`config.mk`:
```
export PLATFORM = sky130hd
export DESIGN_NAME = bounded_ordered_list_engine_unit
export DESIGN_NICKNAME = d
export VERILOG_FILES = /design/src/design/bole_pkg.sv /design/src/design/bole_cell.sv /design/src/design/bounded_ordered_list_engine_unit.sv
export SDC_FILE = /design/constraint.sdc
export NUM_CORES = 2
export LEC_CHECK = 0
export BUFFER_PORTS_ARGS = -buffer_cell sky130_fd_sc_hd__buf_4
export CAP_MARGIN = 0
export CORE_MARGIN = 5
export CORE_UTILIZATION = 58
export CTS_BUF_LIST = sky130_fd_sc_hd__clkbuf_4 sky130_fd_sc_hd__clkbuf_8 sky130_fd_sc_hd__clkbuf_16
export DETAILED_ROUTE_END_ITERATION = 8
export PLACE_DENSITY = 0.75
export SLEW_MARGIN = 10
export SYNTH_ARGS = -nofsm -noshare
export SYNTH_HDL_FRONTEND = slang
export SYNTH_SLANG_ARGS = --single-unit
```
`constraint.sdc`:
```
create_clock -name i_clk -period 9.1 [get_ports i_clk]
set_input_delay 0.91 -clock i_clk [delete_from_list [all_inputs] [get_ports i_clk]]
set_output_delay 0.91 -clock i_clk [all_outputs]
set_load 0.005 [all_outputs]
```
`src/design/bole_pkg.sv`:
```
// Shared types, constants and helpers of the bounded ordered list engine.
package bole_pkg;

    // List geometry
    localparam int DEPTH = 16;
    localparam int IDX_W = (DEPTH > 2) ? $clog2(DEPTH) : 1;
    localparam int CNT_W = $clog2(DEPTH + 1);
    localparam int POS_W = 5;
    localparam int VAL_W = 32;
    localparam int CMP_W = (CNT_W > POS_W) ? CNT_W : POS_W;

    // Stream widths
    localparam int IN_W  = 48;
    localparam int OUT_W = 48;

    // Operation codes
    localparam logic [3:0] OP_PUSH_FRONT   = 4'd0;
    localparam logic [3:0] OP_PUSH_BACK    = 4'd1;
    localparam logic [3:0] OP_POP_FRONT    = 4'd2;
    localparam logic [3:0] OP_POP_BACK     = 4'd3;
    localparam logic [3:0] OP_INSERT_AT    = 4'd4;
    localparam logic [3:0] OP_REPLACE_AT   = 4'd5;
    localparam logic [3:0] OP_REMOVE_AT    = 4'd6;
    localparam logic [3:0] OP_INSERT_SORTED = 4'd7;
    localparam logic [3:0] OP_FIND         = 4'd8;
    localparam logic [3:0] OP_CLEAR        = 4'd9;

    // Status codes
    localparam logic [2:0] ST_OK       = 3'd0;
    localparam logic [2:0] ST_FULL     = 3'd1;
    localparam logic [2:0] ST_EMPTY    = 3'd2;
    localparam logic [2:0] ST_BADPOS   = 3'd3;
    localparam logic [2:0] ST_NOTFOUND = 3'd4;

    // Cell update modes
    localparam logic [1:0] CM_NONE = 2'd0;
    localparam logic [1:0] CM_INS  = 2'd1;
    localparam logic [1:0] CM_DEL  = 2'd2;
    localparam logic [1:0] CM_WR   = 2'd3;

    // Command broadcast to every cell of the chain
    typedef struct packed {
        logic              cmp;
        logic [1:0]        mode;
        logic [IDX_W-1:0]  idx;
        logic [VAL_W-1:0]  value;
    } t_cell_cmd;

    // Result of a first-set search
    typedef struct packed {
        logic             found;
        logic [IDX_W-1:0] idx;
    } t_first;

    // Find the lowest set flag
    function automatic t_first first_set(input logic [DEPTH-1:0] flags);
        t_first res;
        res.found = 1'b0;
        res.idx   = '0;
        for (int i = DEPTH - 1; i >= 0; i--) begin
            if (flags[i]) begin
                res.found = 1'b1;
                res.idx   = IDX_W'(i);
            end
        end
        return res;
    endfunction

endpackage

```
`src/design/bole_cell.sv`:
```
// One list cell: holds an element, shifts with its neighbors and compares.
module bole_cell (
    input  logic                        i_clk,
    input  logic [bole_pkg::IDX_W-1:0]  i_pos,
    input  bole_pkg::t_cell_cmd         i_cmd,
    input  logic [bole_pkg::VAL_W-1:0]  i_left,
    input  logic [bole_pkg::VAL_W-1:0]  i_right,
    output logic [bole_pkg::VAL_W-1:0]  o_value,
    output logic                        o_eq,
    output logic                        o_gt
);
    import bole_pkg::*;

    logic [VAL_W-1:0] r_value;
    logic             r_eq;
    logic             r_gt;

    // Capture compare flags against the request value
    always_ff @(posedge i_clk) begin
        if (i_cmd.cmp) begin
            r_eq <= (r_value == i_cmd.value);
            r_gt <= ($signed(r_value) > $signed(i_cmd.value));
        end
    end

    // Shift, load or hold the element
    always_ff @(posedge i_clk) begin
        case (i_cmd.mode)
            CM_INS: begin
                if (i_pos > i_cmd.idx) begin
                    r_value <= i_left;
                end else if (i_pos == i_cmd.idx) begin
                    r_value <= i_cmd.value;
                end
            end
            CM_DEL: begin
                if (i_pos >= i_cmd.idx) begin
                    r_value <= i_right;
                end
            end
            CM_WR: begin
                if (i_pos == i_cmd.idx) begin
                    r_value <= i_cmd.value;
                end
            end
            default: begin
            end
        endcase
    end

    assign o_value = r_value;
    assign o_eq    = r_eq;
    assign o_gt    = r_gt;

endmodule

```
`src/design/bounded_ordered_list_engine_unit.sv`:
```
// Top level of the bounded ordered list engine: control, cell chain and output register.
//
// Usage: requests arrive on the slave stream (i_s_tvalid / o_s_tready /
// i_s_tdata) and each one yields exactly one result on the master stream
// (o_m_tvalid / i_m_tready / o_m_tdata). A request carries an operation
// code, a value and a position; the result carries a status, the value
// removed, the index found and the element count after the operation.
// Timing: an accepted request passes through a compare step, in which
// every cell compares its element with the request value, and then an
// execute step that picks the target index, shifts the chain and loads
// the result. One request is worked on at a time, so a new request is
// taken only after the previous one has left the execute step. The result
// register frees the input side, so the next request is accepted while a
// result still waits.
// Stall: while the receiver holds i_m_tready low, a finished result
// stays in the output register and the next request waits in the
// execute step without touching the list.
// Reset: synchronous, active low; clears the element count and all
// handshake state. Element contents are not cleared.
module bounded_ordered_list_engine_unit (
    input  logic                          i_clk,
    input  logic                          i_rst_n,
    input  logic                          i_s_tvalid,
    output logic                          o_s_tready,
    // [3:0] operation, [35:4] item_value, [40:36] position, [47:41] zero
    input  logic [bole_pkg::IN_W-1:0]     i_s_tdata,
    output logic                          o_m_tvalid,
    input  logic                          i_m_tready,
    // [2:0] status, [34:3] result_value, [38:35] result_index,
    // [43:39] element_count, [47:44] zero
    output logic [bole_pkg::OUT_W-1:0]    o_m_tdata
);
    import bole_pkg::*;

    localparam logic [1:0] S_IDLE = 2'd0;
    localparam logic [1:0] S_CMP  = 2'd1;
    localparam logic [1:0] S_EXEC = 2'd2;

    logic [1:0]        r_state;
    logic [1:0]        n_state;
    logic [3:0]        r_op;
    logic [VAL_W-1:0]  r_val;
    logic [POS_W-1:0]  r_pos;
    logic [CNT_W-1:0]  r_count;
    logic [CNT_W-1:0]  n_count;
    logic              r_m_valid;
    logic [OUT_W-1:0]  r_m_data;

    logic              s_accept;
    logic              exec_go;
    t_cell_cmd         cmd;
    logic [VAL_W-1:0]  cell_value [DEPTH];
    logic [DEPTH-1:0]  cell_eq;
    logic [DEPTH-1:0]  cell_gt;
    logic [DEPTH-1:0]  valid_mask;
    t_first            eq_first;
    t_first            gt_first;

    logic [1:0]        ex_mode;
    logic [IDX_W-1:0]  ex_idx;
    logic [2:0]        ex_status;
    logic              ex_take;
    logic [IDX_W-1:0]  ex_ri;
    logic [VAL_W-1:0]  ex_rv;

    // Input handshake
    assign o_s_tready = (r_state == S_IDLE);
    assign s_accept   = i_s_tvalid && o_s_tready;
    assign exec_go    = (r_state == S_EXEC) && (!r_m_valid || i_m_tready);

    // Capture the request
    always_ff @(posedge i_clk) begin
        if (s_accept) begin
            r_op  <= i_s_tdata[3:0];
            r_val <= i_s_tdata[35:4];
            r_pos <= i_s_tdata[40:36];
        end
    end

    // Sequence the request through compare and execute
    always_comb begin
        n_state = r_state;
        case (r_state)
            S_IDLE: begin
                if (s_accept) begin
                    n_state = S_CMP;
                end
            end
            S_CMP: begin
                n_state = S_EXEC;
            end
            S_EXEC: begin
                if (exec_go) begin
                    n_state = S_IDLE;
                end
            end
            default: begin
                n_state = S_IDLE;
            end
        endcase
    end

    always_ff @(posedge i_clk) begin
        if (!i_rst_n) begin
            r_state <= S_IDLE;
        end else begin
            r_state <= n_state;
        end
    end

    // Cell chain
    assign cmd.cmp   = (r_state == S_CMP);
    assign cmd.mode  = exec_go ? ex_mode : CM_NONE;
    assign cmd.idx   = ex_idx;
    assign cmd.value = r_val;

    for (genvar g = 0; g < DEPTH; g++) begin : g_cell
        logic [VAL_W-1:0] left_v;
        logic [VAL_W-1:0] right_v;

        if (g == 0) begin : g_first
            assign left_v = cell_value[g];
        end else begin : g_mid_l
            assign left_v = cell_value[g-1];
        end
        if (g == DEPTH - 1) begin : g_last
            assign right_v = cell_value[g];
        end else begin : g_mid_r
            assign right_v = cell_value[g+1];
        end

        assign valid_mask[g] = (CNT_W'(g) < r_count);

        bole_cell u_cell (
            .i_clk   (i_clk),
            .i_pos   (IDX_W'(g)),
            .i_cmd   (cmd),
            .i_left  (left_v),
            .i_right (right_v),
            .o_value (cell_value[g]),
            .o_eq    (cell_eq[g]),
            .o_gt    (cell_gt[g])
        );
    end

    // First match and first larger element among stored entries
    assign eq_first = first_set(cell_eq & valid_mask);
    assign gt_first = first_set(cell_gt & valid_mask);

    // Decode the operation against count and flags
    always_comb begin
        logic             full;
        logic             empty;
        logic [CMP_W-1:0] pos_x;
        logic [CMP_W-1:0] cnt_x;

        full      = (r_count == CNT_W'(DEPTH));
        empty     = (r_count == '0);
        pos_x     = CMP_W'(r_pos);
        cnt_x     = CMP_W'(r_count);
        ex_mode   = CM_NONE;
        ex_idx    = '0;
        ex_status = ST_OK;
        ex_take   = 1'b0;
        ex_ri     = '0;
        n_count   = r_count;

        case (r_op)
            OP_PUSH_FRONT, OP_PUSH_BACK: begin
                if (full) begin
                    ex_status = ST_FULL;
                end else begin
                    ex_mode = CM_INS;
                    ex_idx  = (r_op == OP_PUSH_FRONT) ? '0 : IDX_W'(r_count);
                    n_count = r_count + CNT_W'(1);
                end
            end
            OP_POP_FRONT, OP_POP_BACK: begin
                if (empty) begin
                    ex_status = ST_EMPTY;
                end else begin
                    ex_mode = CM_DEL;
                    ex_take = 1'b1;
                    ex_idx  = (r_op == OP_POP_FRONT) ? '0 :
                              IDX_W'(r_count - CNT_W'(1));
                    n_count = r_count - CNT_W'(1);
                end
            end
            OP_INSERT_AT: begin
                if (full) begin
                    ex_status = ST_FULL;
                end else if (pos_x > cnt_x) begin
                    ex_status = ST_BADPOS;
                end else begin
                    ex_mode = CM_INS;
                    ex_idx  = IDX_W'(r_pos);
                    n_count = r_count + CNT_W'(1);
                end
            end
            OP_REPLACE_AT: begin
                if (pos_x < cnt_x) begin
                    ex_mode = CM_WR;
                    ex_idx  = IDX_W'(r_pos);
                end else if (pos_x > cnt_x) begin
                    ex_status = ST_BADPOS;
                end else if (full) begin
                    ex_status = ST_FULL;
                end else begin
                    ex_mode = CM_INS;
                    ex_idx  = IDX_W'(r_pos);
                    n_count = r_count + CNT_W'(1);
                end
            end
            OP_REMOVE_AT: begin
                if (empty) begin
                    ex_status = ST_EMPTY;
                end else if (pos_x >= cnt_x) begin
                    ex_status = ST_BADPOS;
                end else begin
                    ex_mode = CM_DEL;
                    ex_take = 1'b1;
                    ex_idx  = IDX_W'(r_pos);
                    n_count = r_count - CNT_W'(1);
                end
            end
            OP_INSERT_SORTED: begin
                if (full) begin
                    ex_status = ST_FULL;
                end else begin
                    ex_mode = CM_INS;
                    ex_idx  = gt_first.found ? gt_first.idx : IDX_W'(r_count);
                    n_count = r_count + CNT_W'(1);
                end
            end
            OP_FIND: begin
                if (eq_first.found) begin
                    ex_ri = eq_first.idx;
                end else begin
                    ex_status = ST_NOTFOUND;
                end
            end
            OP_CLEAR: begin
                n_count = '0;
            end
            default: begin
            end
        endcase
    end

    // Read the element being taken out
    assign ex_rv = ex_take ? cell_value[ex_idx] : '0;

    // Advance the count
    always_ff @(posedge i_clk) begin
        if (!i_rst_n) begin
            r_count <= '0;
        end else if (exec_go) begin
            r_count <= n_count;
        end
    end

    // Output register: load on execute, drop when taken
    always_ff @(posedge i_clk) begin
        if (!i_rst_n) begin
            r_m_valid <= 1'b0;
        end else if (exec_go) begin
            r_m_valid <= 1'b1;
        end else if (i_m_tready) begin
            r_m_valid <= 1'b0;
        end
    end

    always_ff @(posedge i_clk) begin
        if (exec_go) begin
            r_m_data <= {4'd0, 5'(n_count), 4'(ex_ri), ex_rv, ex_status};
        end
    end

    assign o_m_tvalid = r_m_valid;
    assign o_m_tdata  = r_m_data;

`ifndef SYNTH
    a_count_bound: assert property (@(posedge i_clk) disable iff (!i_rst_n)
        r_count <= CNT_W'(DEPTH))
        else $error("element count above depth");

    a_count_hold: assert property (@(posedge i_clk) disable iff (!i_rst_n)
        !exec_go |=> $stable(r_count))
        else $error("element count changed outside execute");

    a_result_src: assert property (@(posedge i_clk) disable iff (!i_rst_n)
        $rose(o_m_tvalid) |-> $past(r_state == S_EXEC))
        else $error("result shown without execute step");

    a_one_at_a_time: assert property (@(posedge i_clk) disable iff (!i_rst_n)
        s_accept |=> (r_state == S_CMP))
        else $error("accepted request did not enter compare");
`endif

endmodule
```
==> impl_metrics.ini <==
[outcome]
status = complete, no violations

[floorplanning]
core_sq_um = 86900
start_util_pct = 58.6
die_y_microns = 306
die_w_microns = 306
placementRows = 108
die_area_sq_um = 93700
ioPinCount = 102

[logic_synthesis]
synth_simple_gate_area_share_pct = 10.1
synth_ff_type = edfxtp_1
yosys_register_bits = 637
yosysWarnings = 0
synth_compound_area_share_pct = 24.2
muxShareOfSynthArea_pct = 11.0
yosysTopAreaCell = edfxtp_1
synth_xor_area_share_pct = 0.0172
synth_area_sq_um = 50900
synthTopCellsByArea = edfxtp_1 37%, ha_1 13%, mux2i_1 11%, a22oi_1 4.9%, o21ai_0 4.2%
avgSynthCellArea_sq_um = 9.76
synth_top_area_share_pct = 37.1
async_reset_ff_share_pct = 0
synth-edff-count = 629
syn_inst = 5213
synth_fa_ha_area_share_pct = 12.8
ys_seq_area_share_pct = 37.4
synth_top_family_by_area = compound AO/OA/AOI/OAI gates
synth_cell_types = 98

[final_layout]
mostFrequentLayoutCells = 629 x edfxtp_1, 559 x mux2i_1, 520 x ha_1, 457 x nand2_1, 420 x o21ai_0
layout-drive-gt1-share_pct = 8.81
synthToLayoutAreaGrowth_pct = 8.41
final_common_cell = edfxtp_1
n_fill_cell = 7110
final_nets = 5691

[worst_hold_path]
hp-class = in2reg
min_to = r_val[27]$_DFFE_PP_
min_from = i_s_tdata[31]
hold_path_depth = 1

[worst_setup_path]
crit_slowest_cell = a21oi_4
path_max_fanout = 37
crit_chain = buf_4 > inv_1 > ha_1 > nor4bb_1 > buf_4 > nor3_1 > nand2_1 > nor2_1 > o2111a_1 > buf_4 > or2_4 > nor2_4 > nand2_2 > a21oi_4
worstPathRequired_ns = 9.35
r2r_setup_slack_ns = 2.40
critical_path_class = reg2reg
r2r_start = r_count[1]$_SDFFE_PN0P_
crit_arrival_ns = 6.95
regToRegEndpoint = g_cell[4].u_cell.o_value[10]$_DFFE_PP_
r2r.worst_path.cells = 14
crit_path_end_kind = register
cpMostUsedCell = buf_4
cpPeakStageDelay_ns = 1.17
start_kind = register

[timing]
finalHoldViolCount = 0
fmax_mhz = 149
setup_viol = 0
tns_ns = 0
final.period_utilization_pct = 73.7
min_period_ns = 6.70
grt_setup_unrepaired = no
slew-limit-headroom_pct = 9.99
slew_violations = 0
hold_slack_ns = 0.438
worst_pin_slew_ns = 1.35
skew_ns = 0.0415

[clock_network]
clock_sinks = 637
ctsResizeCount = 0
ctsHoldBuffers = 0
root_buffer = clkbuf_16
tritoncts = yes
cts_buffers = 79
cts_setup_buffers = 0
clock_latency_ns = 0.67
clock_path_buffers = 3
clkSlewWorstSetupHoldPaths_ns = 0.06
cts_max_level = 3

[detailed_routing]
drc_errors = 0
dr.first_iter.drc_count = 7100
wl_per_cell_microns = 30.7
post_drt_via_cell_ratio = 7.36
vias = 46700
ant_nets = 0
drt_pass1_iterations = 8
wirelength_mm = 194

[placed_design]
gp_congestion = 1.01
portBuffers = 90
dp_hpwl_mm = 140

[global_routing]
grtUsageTotal_pct = 39.7
grt_pass1_vias = 43800
antenna_found_initial = 6
grt_pass1_wl_mm = 286
grt_max_degree = 136
grt_overflow = 0

[power_and_ir_drop]
p_per_area_nw_per_um2 = 139
worst_ir_drop_vdd_mv = 0.180
p_leak_nw = 22.9

[job]
drv_cap = 0
[routing by layer]
layer  track usage [%]  share of wire [%]
met5                 0              0.014
met4              27.0                8.7
met1              51.3                 37
met3              10.0                 12
met2              58.7                 42
[worst max-delay path, delay by kind of cell (launching register included)]
| family | cells | cell delay (ns) |
|---|---|---|
| buffers and inverters | 4 | 1.00 |
| AO/OA/AOI/OAI | 2 | 1.31 |
| AND/OR/NAND/NOR | 7 | 3.28 |
| flip-flops | 1 | 0.29 |
| adder cells (fa/ha/maj) | 1 | 0.33 |
[flip-flops by register name, indices dropped and copies added, names as in the netlist]
signal	count
g_cell.u_cell.o_value	512
o_m_tdata	44
r_val	32
g_cell.u_cell.o_eq	16
g_cell.u_cell.o_gt	16
r_count	5
r_pos	5
r_op	4
r_state	2
o_m_tvalid	1
[stage by stage]
stage	setup WS (ns)	util (%)	cell area [sq um]	total power (W)	std cells
after CTS	2.67	63.4	55100	0.00760	6331
after floorplan	1.87	-	50900	0.00404	5216
after global routing	2.29	63.5	55100	0.00784	6332
after detailed placement	2.68	60.5	52600	0.00441	6192
after global placement	2.76	60.5	52600	0.00438	6192
final	2.40	63.5	55200	0.00765	6336
[logic make-up (layout without fill, tap and decap cells)]
group,after synthesis,after routing
flip-flops,637,637
XOR/XNOR,1,1
other,1,8
adder cells (fa/ha/maj),520,520
AO/OA/AOI/OAI,1920,1920
buffers and inverters,508,469
AND/OR/NAND/NOR,1067,1067
multiplexers,559,559
[cells in the mapped netlist, drive strengths merged, types with 6 or more instances]
cell type  instances
mux2i            559
a32o               8
nand2            462
or2               27
buf              163
ha               520
nor3              56
and3              16
a221o             33
a21boi            10
inv              101
nand3             58
and2               6
nand2b            43
a21o             197
o211ai            32
a211oi            30
edfxtp           629
o31ai              7
a2111oi           12
nor4              24
clkbuf           244
a31oi             83
a22oi            329
nor2             158
o221ai            37
o21ai            589
o2bb2ai           36
a222oi             8
o22ai             29
o21a              49
nor2b             64
dfxtp              8
a221oi            19
nand4            133
a32oi              6
a21oi            370
[area by class of cell]
class / instances / area, sq um / area share, %
timing repair buffer: 229 / 1790 / 3.25
inverter: 101 / 379 / 0.687
clock inverter: 43 / 414 / 0.751
clock buffer: 96 / 2160 / 3.92
multi-input combinational: 4071 / 29900 / 54.2
sequential: 637 / 19000 / 34.5
tap: 1155 / 1450 / 2.62
antenna: 4 / 10.0 / 0.0181
[how the worst max path moves through the flow]
stage,start,end,slack [ns],cells past startpoint
6_report,r_count[1]$_SDFFE_PN0P_,g_cell[4].u_cell.o_value[10]$_DFFE_PP_,2.40,14
5_1_grt,r_count[1]$_SDFFE_PN0P_,g_cell[4].u_cell.o_value[16]$_DFFE_PP_,2.29,14
4_1_cts,r_count[1]$_SDFFE_PN0P_,g_cell[4].u_cell.o_value[10]$_DFFE_PP_,2.67,14
3_5_place_dp,r_count[1]$_SDFFE_PN0P_,g_cell[4].u_cell.o_value[9]$_DFFE_PP_,2.68,14
3_3_place_gp,r_count[1]$_SDFFE_PN0P_,g_cell[4].u_cell.o_value[9]$_DFFE_PP_,2.76,14
2_1_floorplan,r_count[1]$_SDFFE_PN0P_,g_cell[7].u_cell.o_value[0]$_DFFE_PP_,1.87,15
[report_power, final]
group,switching [W],total (W),internal [W]
Combinational,0.000727,0.00109,0.000360
Clock,0.00136,0.00325,0.00189
Sequential,0.0000541,0.00332,0.00326
Note: power is estimated with default switching activity, not from simulation.
